### config.mk
export PLATFORM = sky130hd
export DESIGN_NAME = epoch_seconds_to_utc_calendar_top
export DESIGN_NICKNAME = d
export VERILOG_FILES = /design/src/sv/etuc_pkg.sv /design/src/sv/etuc_fdiv.sv /design/src/sv/etuc_cal.sv /design/src/sv/epoch_seconds_to_utc_calendar_top.sv
export SDC_FILE = /design/constraint.sdc
export NUM_CORES = 2
export LEC_CHECK = 0
export ABC_CLOCK_PERIOD_IN_PS = 76900
export BUFFER_PORTS_ARGS = -buffer_cell sky130_fd_sc_hd__buf_2
export CAP_MARGIN = 20
export CORE_MARGIN = 2
export CORE_UTILIZATION = 25
export DETAILED_ROUTE_END_ITERATION = 7
export PLACE_DENSITY = 0.47
export SLEW_MARGIN = 5
export SYNTH_ARGS = -nofsm -noshare
export SYNTH_HDL_FRONTEND = slang
export SYNTH_SLANG_ARGS = --single-unit
### constraint.sdc
create_clock -name clk -period 76.9 [get_ports clk]
set_input_delay 7.69 -clock clk [delete_from_list [all_inputs] [get_ports clk]]
set_output_delay 7.69 -clock clk [all_outputs]
set_load 0.03 [all_outputs]
### src/sv/etuc_pkg.sv
// ----------------------------------------------------------------------------
// etuc_pkg
// Shared constants and the cumulative-days table for the epoch to UTC
// calendar converter.
// ----------------------------------------------------------------------------
package etuc_pkg;

  localparam int SECONDS_WIDTH_DEF = 40;

  localparam int SEC_PER_DAY   = 86400;
  localparam int DAYS_PER_ERA  = 146097;   // 400 Gregorian years
  localparam int EPOCH_SHIFT   = 719468;   // days from 0000-03-01 to 1970-01-01
  localparam int DAY_RW        = 17;       // bits of a second-of-day
  localparam int ERA_RW        = 18;       // bits of a day-of-era

  // Reciprocals for the small constant divisions, floor(2^S / D).
  localparam int M1460 = 179;              // S = 18
  localparam int M365  = 718;              // S = 18
  localparam int M7    = 37449;            // S = 18
  localparam int M3600 = 36;               // S = 17
  localparam int M60   = 68;               // S = 12

  function automatic logic [8:0] cum_days(input logic leap, input logic [3:0] m);
    logic [8:0] d;
    unique case (m)
      4'd0:    d = 9'd0;
      4'd1:    d = 9'd31;
      4'd2:    d = leap ? 9'd60  : 9'd59;
      4'd3:    d = leap ? 9'd91  : 9'd90;
      4'd4:    d = leap ? 9'd121 : 9'd120;
      4'd5:    d = leap ? 9'd152 : 9'd151;
      4'd6:    d = leap ? 9'd182 : 9'd181;
      4'd7:    d = leap ? 9'd213 : 9'd212;
      4'd8:    d = leap ? 9'd244 : 9'd243;
      4'd9:    d = leap ? 9'd274 : 9'd273;
      4'd10:   d = leap ? 9'd305 : 9'd304;
      4'd11:   d = leap ? 9'd335 : 9'd334;
      default: d = leap ? 9'd366 : 9'd365;
    endcase
    return d;
  endfunction

endpackage

### src/sv/etuc_fdiv.sv
// ----------------------------------------------------------------------------
// etuc_fdiv
// Pipelined floor division of a signed value by a constant, using a
// reciprocal multiplication, a one-step correction and a final stage that
// removes the sign bias. Four register stages.
// ----------------------------------------------------------------------------
module etuc_fdiv import etuc_pkg::*; #(
  parameter int W       = SECONDS_WIDTH_DEF,
  parameter int DIVISOR = SEC_PER_DAY,
  parameter int RW      = DAY_RW,
  parameter int SIDE_W  = 1
) (
  input  logic                clk,
  input  logic                rst_n,
  input  logic                adv,
  input  logic                in_valid,
  input  logic signed [W-1:0] in_num,
  input  logic [SIDE_W-1:0]   in_side,
  output logic                out_valid,
  output logic signed [W-1:0] out_quo,
  output logic [RW-1:0]       out_rem,
  output logic [SIDE_W-1:0]   out_side
);

  // The signed input is biased by 2^(W-1); the bias is divided out here.
  localparam logic [W-1:0]  BIAS = {1'b1, {(W-1){1'b0}}};
  localparam logic [W-1:0]  QB   = BIAS / W'(DIVISOR);
  localparam logic [W-1:0]  RBW  = BIAS % W'(DIVISOR);
  localparam logic [RW:0]   RB   = RBW[RW:0];
  localparam logic [RW:0]   DV   = (RW+1)'(DIVISOR);

  // The reciprocal floor(2^W / DIVISOR) gives a quotient that is low by at
  // most one, so a single compare and subtract finishes the job.
  localparam int            H     = W / 2;
  localparam int            MW    = W - $clog2(DIVISOR) + 1;
  localparam logic [W:0]    TWO_W = {1'b1, {W{1'b0}}};
  localparam logic [MW-1:0] MR    = MW'(TWO_W / (W+1)'(DIVISOR));

  logic              va_r, vb_r, vc_r;
  logic [W-1:0]      ua_r;
  logic [H+MW-1:0]   plo_a_r;
  logic [MW-1:0]     qb_r;
  logic [RW:0]       ulo_b_r;
  logic [W-1:0]      qc_r;
  logic [RW-1:0]     rc_r;
  logic [SIDE_W-1:0] side_a_r, side_b_r, side_c_r;

  logic [W-1:0]      u;
  logic [W-H+MW-1:0] phi;
  logic [W+MW-1:0]   prod;
  logic [RW:0]       qd;
  logic [RW:0]       r_est;
  logic              ge;
  logic              lt;
  logic [RW:0]       rem_x;

  // Stage a: bias the input and form the low half product.
  always_comb begin
    u = {~in_num[W-1], in_num[W-2:0]};
  end

  always_ff @(posedge clk) begin
    if (!rst_n) begin
      va_r <= 1'b0;
    end else if (adv) begin
      va_r <= in_valid;
    end
    if (adv) begin
      ua_r     <= u;
      plo_a_r  <= (H+MW)'(u[H-1:0]) * (H+MW)'(MR);
      side_a_r <= in_side;
    end
  end

  // Stage b: add the high half product and take the quotient estimate.
  always_comb begin
    phi  = (W-H+MW)'(ua_r[W-1:H]) * (W-H+MW)'(MR);
    prod = (W+MW)'(plo_a_r) + {phi, {H{1'b0}}};
  end

  always_ff @(posedge clk) begin
    if (!rst_n) begin
      vb_r <= 1'b0;
    end else if (adv) begin
      vb_r <= va_r;
    end
    if (adv) begin
      qb_r     <= prod[W+MW-1:W];
      ulo_b_r  <= ua_r[RW:0];
      side_b_r <= side_a_r;
    end
  end

  // Stage c: the remainder is below twice the divisor, so only its low bits
  // are needed.
  always_comb begin
    qd    = (RW+1)'(qb_r) * DV;
    r_est = ulo_b_r - qd;
    ge    = (r_est >= DV);
  end

  always_ff @(posedge clk) begin
    if (!rst_n) begin
      vc_r <= 1'b0;
    end else if (adv) begin
      vc_r <= vb_r;
    end
    if (adv) begin
      qc_r     <= W'(qb_r) + W'(ge);
      rc_r     <= ge ? RW'(r_est - DV) : r_est[RW-1:0];
      side_c_r <= side_b_r;
    end
  end

  // Stage d: remove the bias and floor toward minus infinity.
  always_comb begin
    rem_x = {1'b0, rc_r};
    lt    = (rem_x < RB);
  end

  always_ff @(posedge clk) begin
    if (!rst_n) begin
      out_valid <= 1'b0;
    end else if (adv) begin
      out_valid <= vc_r;
    end
    if (adv) begin
      out_quo  <= $signed(qc_r - QB - W'(lt));
      out_rem  <= lt ? RW'(rem_x + DV - RB) : RW'(rem_x - RB);
      out_side <= side_c_r;
    end
  end

endmodule

### src/sv/etuc_cal.sv
// ----------------------------------------------------------------------------
// etuc_cal
// Turns a 400-year era, the day within it and the second of the day into
// the calendar and clock fields, over seven register stages.
// ----------------------------------------------------------------------------
module etuc_cal import etuc_pkg::*; #(
  parameter int W = SECONDS_WIDTH_DEF
) (
  input  logic                clk,
  input  logic                rst_n,
  input  logic                adv,
  input  logic                in_valid,
  input  logic signed [W-1:0] in_era,
  input  logic [ERA_RW-1:0]   in_doe,
  input  logic [DAY_RW-1:0]   in_rem,
  output logic                out_valid,
  output logic signed [15:0]  out_year_since_1900,
  output logic [3:0]          out_month_index,
  output logic [4:0]          out_day_of_month,
  output logic [4:0]          out_hour_of_day,
  output logic [5:0]          out_minute_of_hour,
  output logic [5:0]          out_second_of_minute,
  output logic [2:0]          out_weekday,
  output logic [8:0]          out_day_of_year
);

  localparam logic signed [W-1:0] YEAR_MIN = W'(-32768);
  localparam logic signed [W-1:0] YEAR_MAX = W'(32767);

  logic [5:0] v_r;

  // Stage 1: reciprocal products.
  logic signed [W-1:0] era1_r;
  logic [17:0]         doe1_r;
  logic [16:0]         rem1_r;
  logic [25:0]         p1460_r;
  logic [2:0]          c36k_r;
  logic                cend_r;
  logic [22:0]         ph_r;
  logic [33:0]         pw_r;

  // Stage 2.
  logic signed [W-1:0] era2_r;
  logic [17:0]         doe2_r, n2_r;
  logic [4:0]          hour2_r;
  logic [11:0]         r3600_2_r;
  logic [2:0]          wd2_r;

  // Stage 3.
  logic signed [W-1:0] era3_r;
  logic [17:0]         doe3_r, n3_r;
  logic [27:0]         pn_r;
  logic [18:0]         pm_r;
  logic [4:0]          hour3_r;
  logic [11:0]         r3600_3_r;
  logic [2:0]          wd3_r;

  // Stage 4.
  logic signed [W-1:0] era4_r;
  logic [17:0]         doe4_r;
  logic [8:0]          yoe4_r;
  logic [4:0]          hour4_r;
  logic [5:0]          min4_r, sec4_r;
  logic [2:0]          wd4_r;

  // Stage 5.
  logic signed [W-1:0] base5_r;
  logic [8:0]          doy5_r;
  logic                leap5_r, leap1_5_r;
  logic [4:0]          hour5_r;
  logic [5:0]          min5_r, sec5_r;
  logic [2:0]          wd5_r;

  // Stage 6.
  logic signed [15:0]  year6_r;
  logic [8:0]          doyj6_r;
  logic                leapc6_r;
  logic [4:0]          hour6_r;
  logic [5:0]          min6_r, sec6_r;
  logic [2:0]          wd6_r;

  always_ff @(posedge clk) begin
    if (!rst_n) begin
      v_r       <= '0;
      out_valid <= 1'b0;
    end else if (adv) begin
      v_r       <= {v_r[4:0], in_valid};
      out_valid <= v_r[5];
    end
  end

  // Stage 1 ------------------------------------------------------------------
  logic [17:0] wx;
  always_comb begin
    wx = in_doe + 18'd3;
  end

  always_ff @(posedge clk) begin
    if (adv) begin
      era1_r  <= in_era;
      doe1_r  <= in_doe;
      rem1_r  <= in_rem;
      p1460_r <= 26'(in_doe) * 26'(M1460);
      c36k_r  <= 3'(in_doe >= 18'd36524) + 3'(in_doe >= 18'd73048)
               + 3'(in_doe >= 18'd109572) + 3'(in_doe >= 18'd146096);
      cend_r  <= (in_doe == 18'd146096);
      ph_r    <= 23'(in_rem) * 23'(M3600);
      pw_r    <= 34'(wx) * 34'(M7);
    end
  end

  // Stage 2 ------------------------------------------------------------------
  logic [7:0]  q1460;
  logic [17:0] r1460;
  logic [7:0]  q1460c;
  logic [5:0]  h_est;
  logic [16:0] h_rem;
  logic [15:0] w_est;
  logic [17:0] w_rem;
  logic [17:0] w_x;

  always_comb begin
    q1460  = p1460_r[25:18];
    r1460  = doe1_r - 18'(q1460) * 18'd1460;
    q1460c = (r1460 >= 18'd1460) ? q1460 + 8'd1 : q1460;
    h_est  = ph_r[22:17];
    h_rem  = rem1_r - 17'(h_est) * 17'd3600;
    w_x    = doe1_r + 18'd3;
    w_est  = pw_r[33:18];
    w_rem  = w_x - 18'(w_est) * 18'd7;
  end

  always_ff @(posedge clk) begin
    if (adv) begin
      era2_r    <= era1_r;
      doe2_r    <= doe1_r;
      n2_r      <= doe1_r - 18'(q1460c) + 18'(c36k_r) - 18'(cend_r);
      hour2_r   <= (h_rem >= 17'd3600) ? 5'(h_est + 6'd1) : h_est[4:0];
      r3600_2_r <= (h_rem >= 17'd3600) ? 12'(h_rem - 17'd3600) : h_rem[11:0];
      wd2_r     <= (w_rem >= 18'd7) ? 3'(w_rem - 18'd7) : w_rem[2:0];
    end
  end

  // Stage 3 ------------------------------------------------------------------
  always_ff @(posedge clk) begin
    if (adv) begin
      era3_r    <= era2_r;
      doe3_r    <= doe2_r;
      n3_r      <= n2_r;
      pn_r      <= 28'(n2_r) * 28'(M365);
      pm_r      <= 19'(r3600_2_r) * 19'(M60);
      hour3_r   <= hour2_r;
      r3600_3_r <= r3600_2_r;
      wd3_r     <= wd2_r;
    end
  end

  // Stage 4 ------------------------------------------------------------------
  logic [8:0]  y_est;
  logic [17:0] y_rem;
  logic [5:0]  m_est;
  logic [11:0] m_rem;

  always_comb begin
    y_est = pn_r[26:18];
    y_rem = n3_r - 18'(y_est) * 18'd365;
    m_est = pm_r[17:12];
    m_rem = r3600_3_r - 12'(m_est) * 12'd60;
  end

  always_ff @(posedge clk) begin
    if (adv) begin
      era4_r  <= era3_r;
      doe4_r  <= doe3_r;
      yoe4_r  <= (y_rem >= 18'd365) ? y_est + 9'd1 : y_est;
      hour4_r <= hour3_r;
      min4_r  <= (m_rem >= 12'd60) ? m_est + 6'd1 : m_est;
      sec4_r  <= (m_rem >= 12'd60) ? 6'(m_rem - 12'd60) : m_rem[5:0];
      wd4_r   <= wd3_r;
    end
  end

  // Stage 5 ------------------------------------------------------------------
  // Years of the era start on March 1, so the leap day closes the year.
  logic [1:0]  c100;
  logic [2:0]  c100b;
  logic [8:0]  y1;
  logic [17:0] doy_full;
  logic        leap_y, leap_y1;

  always_comb begin
    c100     = 2'(yoe4_r >= 9'd100) + 2'(yoe4_r >= 9'd200) + 2'(yoe4_r >= 9'd300);
    y1       = yoe4_r + 9'd1;
    c100b    = 3'(y1 >= 9'd100) + 3'(y1 >= 9'd200) + 3'(y1 >= 9'd300)
             + 3'(y1 >= 9'd400);
    doy_full = doe4_r - 18'(yoe4_r) * 18'd365 - 18'(yoe4_r[8:2]) + 18'(c100);
    leap_y   = (yoe4_r[1:0] == 2'd0)
             && ((yoe4_r != 9'(c100) * 9'd100) || (yoe4_r == 9'd0));
    leap_y1  = (y1[1:0] == 2'd0)
             && ((y1 != 9'(c100b) * 9'd100) || (y1 == 9'd400));
  end

  always_ff @(posedge clk) begin
    if (adv) begin
      base5_r   <= (era4_r <<< 8) + (era4_r <<< 7) + (era4_r <<< 4)
                 + $signed(W'(yoe4_r));
      doy5_r    <= doy_full[8:0];
      leap5_r   <= leap_y;
      leap1_5_r <= leap_y1;
      hour5_r   <= hour4_r;
      min5_r    <= min4_r;
      sec5_r    <= sec4_r;
      wd5_r     <= wd4_r;
    end
  end

  // Stage 6 ------------------------------------------------------------------
  logic                jan_feb;
  logic signed [W-1:0] yfull;

  always_comb begin
    jan_feb = (doy5_r >= 9'd306);
    yfull   = base5_r + $signed(W'(jan_feb)) - $signed(W'(1900));
  end

  always_ff @(posedge clk) begin
    if (adv) begin
      priority if (yfull < YEAR_MIN) begin
        year6_r <= -16'sd32768;
      end else if (yfull > YEAR_MAX) begin
        year6_r <= 16'sd32767;
      end else begin
        year6_r <= yfull[15:0];
      end
      doyj6_r  <= jan_feb ? doy5_r - 9'd306 : doy5_r + 9'd59 + 9'(leap5_r);
      leapc6_r <= jan_feb ? leap1_5_r : leap5_r;
      hour6_r  <= hour5_r;
      min6_r   <= min5_r;
      sec6_r   <= sec5_r;
      wd6_r    <= wd5_r;
    end
  end

  // Stage 7 ------------------------------------------------------------------
  logic [3:0] mon;
  logic [8:0] mstart;

  always_comb begin
    mon = '0;
    for (int k = 1; k < 12; k++) begin
      mon = mon + 4'(doyj6_r >= cum_days(leapc6_r, 4'(k)));
    end
    mstart = cum_days(leapc6_r, mon);
  end

  always_ff @(posedge clk) begin
    if (adv) begin
      out_year_since_1900  <= year6_r;
      out_month_index      <= mon;
      out_day_of_month     <= 5'(doyj6_r - mstart + 9'd1);
      out_hour_of_day      <= hour6_r;
      out_minute_of_hour   <= min6_r;
      out_second_of_minute <= sec6_r;
      out_weekday          <= wd6_r;
      out_day_of_year      <= doyj6_r;
    end
  end

endmodule

### src/sv/epoch_seconds_to_utc_calendar_top.sv
// Throughput: one beat per cycle while the output is not stalled; two
// four-stage reciprocal dividers (seconds per day, days per 400-year era) and
// the seven-stage calendar set the depth, which is the same at any SECONDS_WIDTH.
// The whole pipeline advances together and holds while a result waits.
// Reset (synchronous, active low) clears all valid bits; data is not reset.
// ----------------------------------------------------------------------------
// epoch_seconds_to_utc_calendar_top
// Converts signed seconds since the Unix epoch to the UTC calendar fields.
// ----------------------------------------------------------------------------
module epoch_seconds_to_utc_calendar_top import etuc_pkg::*; #(
  parameter int SECONDS_WIDTH = SECONDS_WIDTH_DEF
) (
  input  logic                            clk,
  input  logic                            rst_n,
  input  logic                            in_valid,
  output logic                            in_ready,
  input  logic signed [SECONDS_WIDTH-1:0] in_epoch_seconds,
  output logic                            out_valid,
  input  logic                            out_ready,
  output logic signed [15:0]              out_year_since_1900,
  output logic [3:0]                      out_month_index,
  output logic [4:0]                      out_day_of_month,
  output logic [4:0]                      out_hour_of_day,
  output logic [5:0]                      out_minute_of_hour,
  output logic [5:0]                      out_second_of_minute,
  output logic [2:0]                      out_weekday,
  output logic [8:0]                      out_day_of_year
);

  localparam int W = SECONDS_WIDTH;

  logic                adv;
  logic                d_valid;
  logic signed [W-1:0] days;
  logic [DAY_RW-1:0]   sod;
  logic                e_valid;
  logic signed [W-1:0] era;
  logic [ERA_RW-1:0]   doe;
  logic [DAY_RW-1:0]   sod_e;
  logic signed [W-1:0] z;

  always_comb begin
    adv      = !out_valid || out_ready;
    in_ready = adv;
    z        = days + $signed(W'(EPOCH_SHIFT));
  end

  etuc_fdiv #(
    .W(W), .DIVISOR(SEC_PER_DAY), .RW(DAY_RW), .SIDE_W(1)
  ) u_day_div (
    .clk(clk), .rst_n(rst_n), .adv(adv),
    .in_valid(in_valid), .in_num(in_epoch_seconds), .in_side(1'b0),
    .out_valid(d_valid), .out_quo(days), .out_rem(sod), .out_side()
  );

  etuc_fdiv #(
    .W(W), .DIVISOR(DAYS_PER_ERA), .RW(ERA_RW), .SIDE_W(DAY_RW)
  ) u_era_div (
    .clk(clk), .rst_n(rst_n), .adv(adv),
    .in_valid(d_valid), .in_num(z), .in_side(sod),
    .out_valid(e_valid), .out_quo(era), .out_rem(doe), .out_side(sod_e)
  );

  etuc_cal #(.W(W)) u_cal (
    .clk(clk), .rst_n(rst_n), .adv(adv),
    .in_valid(e_valid), .in_era(era), .in_doe(doe), .in_rem(sod_e),
    .out_valid(out_valid),
    .out_year_since_1900(out_year_since_1900),
    .out_month_index(out_month_index),
    .out_day_of_month(out_day_of_month),
    .out_hour_of_day(out_hour_of_day),
    .out_minute_of_hour(out_minute_of_hour),
    .out_second_of_minute(out_second_of_minute),
    .out_weekday(out_weekday),
    .out_day_of_year(out_day_of_year)
  );

  a_clock_range: assert property (@(posedge clk) disable iff (!rst_n)
    out_valid |-> (out_hour_of_day < 5'd24) && (out_minute_of_hour < 6'd60)
                  && (out_second_of_minute < 6'd60))
    else $error("clock fields out of range");

  a_date_range: assert property (@(posedge clk) disable iff (!rst_n)
    out_valid |-> (out_month_index < 4'd12) && (out_day_of_month != 5'd0)
                  && (out_day_of_year < 9'd366))
    else $error("date fields out of range");

  a_weekday_range: assert property (@(posedge clk) disable iff (!rst_n)
    out_valid |-> (out_weekday < 3'd7))
    else $error("weekday out of range");

  a_day_div_rem: assert property (@(posedge clk) disable iff (!rst_n)
    d_valid |-> (sod < DAY_RW'(SEC_PER_DAY)))
    else $error("second of day out of range");

endmodule
Word level (Yosys, flattened, before mapping)

Cells that the tools add are included.
Widths: inputs -> output; s select.

Mux-type cells: 26
Multipliers: 19
Reduce and logical (&&, ||, !) cells: 10
Bitwise operators: 2
Add/subtract/negate cells: 68
Magnitude comparators: 34
Eq/ne operators: 15

Operators by type and width:

| kind                   | number |
|---|---|
| $mul 20x24->44 const B | 2 |
| $mul 20x23->43 const B | 2 |
| $add 40x40->40         | 2 |
| $sub 18x18->18         | 4 |
| $add 44x64->64         | 1 |
| $add 43x63->63         | 1 |
| $pmux 5 s12            | 1 |
| $ge 18x17->1 const B   | 3 |
| $add 40x10->40         | 1 |
| $add 40x2->40          | 1 |
| $add 40x21->40 const B | 1 |
| $gt 40x16->1 const B   | 1 |
| $lt 40x16->1 const B   | 1 |
| $sub 40x1->40          | 1 |
| $sub 40x12->40 const B | 1 |
| $sub 40x23->40 const B | 1 |
| $add 18x2->18 const B  | 2 |
| $add 4x1->4            | 9 |
| $ge 9x8->1             | 4 |
| $ge 9x9->1 const B     | 4 |
| $mux 18                | 2 |
| $sub 18x17->18 const B | 2 |
| $sub 36x1->36          | 1 |
| $mul 18x16->34 const B | 1 |
| 86 further kinds       | 125 |

Register bits after elaboration: 1153
Input port bits: 44
Word-level logic and storage cells: 256

Logic depth before layout (Yosys ltp)

Depth after elaboration: 16
Gate-level depth with buffers: 42
Depth with buffers taken out: 42

By module

From an unflattened synthesis, not the netlist that was laid out.

Cells, all modules: 8899
Area, all modules: 100911.8 um^2

Modules (own cells, without submodules):

| module                            | seq. area each (um^2) | area each (um^2) | cells an instance | times used |
|---|---|---|---|---|
| etuc_cal                          | 16085.4               | 42956.2          | 3643              | 1 |
| etuc_fdiv at u_era_div            | 8247.9                | 32381.1          | 2910              | 1 |
| etuc_fdiv at u_day_div            | 6296.0                | 24688.7          | 2219              | 1 |
| epoch_seconds_to_utc_calendar_top | 0.0                   | 885.8            | 127               | 1 |

Worst setup path before layout

Ideal clock, no wire load.

Path kind: input to output
Start point: in out_ready
End point: out in_ready
Buffers on the path: 2
Data required time: 69210 ps
Arrival time: 35264 ps
Stages on the path: 4
Path slack: 33946 ps
Cells stage by stage: nor2b_1 -> clkbuf_1 -> inv_1 -> buf_1

Word-level cells in the longest chain between the ends: 1

Ends and longest elaborated chain:

| item               | RTL line                                | RTL |
|---|---|---|
| start: declaration | epoch_seconds_to_utc_calendar_top.sv:19 | `input logic out_ready,` |
| $logic_or 1x1->1   | epoch_seconds_to_utc_calendar_top.sv:43 | `adv = !out_valid \|\| out_ready;` |
| end: declaration   | epoch_seconds_to_utc_calendar_top.sv:16 | `output logic in_ready,` |

Every way passes these cells.

Worst setup path in the final report

Same ends and word-level chain as after synthesis.

==> results.cfg <==
[global_routing]
grt_overflow = 0
grt_usage = 0.1034
met3_usage = 0.01211
grt_pass1_vias = 64164
grt_pass1_wl_mm = 336.7
use_met1 = 0.1352
met2_usage = 0.1813
top_usage_layer = met2
grt_max_degree = 169
antenna_found_initial = 3

[setup_path]
worstRegToRegCells = 42
r2r_end = u_cal.n2_r[16]
reg2reg_from = u_cal.p1460_r[20]
r2r_setup_slack_ns = 66.76
crit_type = input pin to output port
critPathRequiredTime_ns = 69.21
crit_path_start_kind = input pin
cp-end-kind = output port
crit_arrival_ns = 8.84
critPathMaxFanout = 46

[placed_design]
dp_hpwl_mm = 168.8
placed_cells = 13905
placed_cell_area_um2 = 105500
portBuffers = 99
place.gp.congestion = 0.8447

[synthesis]
syn_inst = 8615
ys_ff_latch = 1017
ys.flop_type = edfxtp_1
mappedNetlistArea_um2 = 98380
synth_edf_count = 1002
synthTopCellsByCount = 1824 x ha_1, 1631 x inv_1, 1002 x edfxtp_1
yosys-top-cells-area = edfxtp_1 31%, ha_1 23%, fa_1 19%, inv_1 6.2%, xnor2_1 4.0%
yosysTopAreaCell = edfxtp_1
synth_most_common_cell = ha_1
yosysWarningCount = 0
synthArstFlopShare = 0
syn_nets = 11418
synth_cell_type_count = 108
synth_top_area_frac = 0.3059
yosysSeqAreaShare = 0.3089
syn_area_per_cell_um2 = 11.42

[layout]
syn_to_final_growth_pct = 11.39
drive_above_1_share = 0.04735
stdcell_area_um2 = 109600
utilization = 0.2794
stdcell_count = 14133
finalNetCount = 11615

[routing]
postRouteAntennaNets = 0
viasPerCell = 4.241
routed_wl_mm = 204.9
drt_iter0_drc = 2648
first_pass_iters = 6
num_vias = 59936
drc = 0
routedWlPerCell_um = 14.50

[timing]
slew_viol_final = 0
fin_crit_sh = 0.2149
grt_setup_unrepaired = false
setup_tns_ns = 0
finalHoldViolCount = 0
timing.slew.headroom = 0.3177
fin_crit_ns = 16.53
fin_skew_ns = 0.09762
max_clock_freq_mhz = 60.51
tightest_slew_ns = 1.023
finalSetupViolations = 0

[clocking]
cts_tree = built
cts-root-buf = clkbuf_16
numCtsBuffers = 123
holdBufCountCts = 0
cts_buffer_depth = 4
htree_levels = 3
post_cts_resized = 0
path_clk_slew_ns = 0.06
cts_setup_buffers = 0
clock-sinks = 1017
clk_latency_ns = 0.89

[min_path]
worstHoldPathCells = 0
min_to = u_cal.era1_r[5]
holdCritPathClass = register to register
holdCritStartpoint = u_era_div.out_quo[5]

[floorplanning]
core_um2 = 392200
die_y_um = 631.3
dieArea_um2 = 398500
start_util = 0.2508
num_io_pins = 100
num_rows = 230
fp.dieW_um = 631.3

[job]
cap_viol_max_count = 0

[status]
outcome = completed
-- state kept, by name (all words and copies together) (netlist names), 18 cells and up --
name,cells
u_day_div.qc_r,25
u_era_div.ua_r,37
u_cal.era1_r,36
u_cal.n2_r,18
u_era_div.out_quo,36
u_day_div.ua_r,36
u_day_div.ulo_b_r,18
u_day_div.plo_a_r,26
u_cal.base5_r,40
u_day_div.qb_r,24
u_cal.n3_r,18
u_cal.era2_r,36
u_era_div.qc_r,24
u_cal.era3_r,36
u_era_div.out_rem,18
u_era_div.qb_r,23
u_cal.era4_r,36
u_era_div.ulo_b_r,19
u_era_div.plo_a_r,25
u_day_div.out_quo,40
u_era_div.rc_r,18
-- final cells by class --
class | count | area (um2)
Sequential cell | 1017 | 30390
Clock buffer | 135 | 3144
Inverter | 1632 | 6133
Tap cell | 5220 | 6531
Multi-Input combinational cell | 5905 | 61650
Antenna cell | 1 | 2.502
Fill cell | 40644 | 282700
Clock inverter | 90 | 964.7
Timing Repair Buffer | 133 | 775.7
-- how the worst max path moves through the flow --
stage                   start        to  depth (start not counted)
floorplan           out_ready  in_ready                          4
global placement    out_ready  in_ready                          5
detailed placement  out_ready  in_ready                          5
CTS                 out_ready  in_ready                          5
global route        out_ready  in_ready                          5
finish              out_ready  in_ready                          5
-- routing by layer --
layer	wire length (um)	vias up
li1	-	29738
met1	95030	29328
met2	99940	647
met3	5571	223
met4	4394	0
met5	0	-
-- worst max-delay path, cell delays in order --
cell     delay (ns)
buf_2          0.08
nor2b_1        0.03
buf_4          0.19
inv_8          0.30
buf_2          0.45
-- layout by cell type (no fill, tap or decap), types with 25 or more instances in the layout --
master and count:
a211oi_1 25, a21boi_0 43, a21o_1 138, a21oi_1 331
a31oi_1 44, and3_1 49, buf_2 99, buf_4 31
clkbuf_16 124, edfxtp_1 1002, fa_1 935, ha_1 1824
inv_1 1630, nand2_1 346, nand2b_1 55, nand3_1 104
nand4_1 53, nor2_1 333, nor2b_1 49, nor3_1 116
nor3b_1 27, o21a_1 72, o21ai_0 224, o21bai_1 41
or3_1 34, xnor2_1 448, xor2_1 191
-- per-stage QoR --
step                      hold WS (ns)  setup WS (ns)
after floorplan                 0.4003          33.95
after global placement          0.4006          60.36
after detailed placement        0.4045          60.36
after CTS                       0.3866          60.36
after global routing            0.3953          60.31
final                           0.3777          60.37
-- kinds of logic after synthesis --
kind of cell               Yosys count  share of synthesized area
adders and majority gates         2759                     0.4223
AOI/OAI and AO/OA                 1165                    0.07723
DFF                               1017                     0.3089
muxes                               24                   0.002518
xor gates and xnor gates           642                    0.05716
and+or+nand+nor                   1315                    0.06717
buffers and inverters             1693                    0.06477
Power is left out: the tool's default activity adds up to more than one toggle a clock period on the data nets, which glitch-free logic cannot reach.
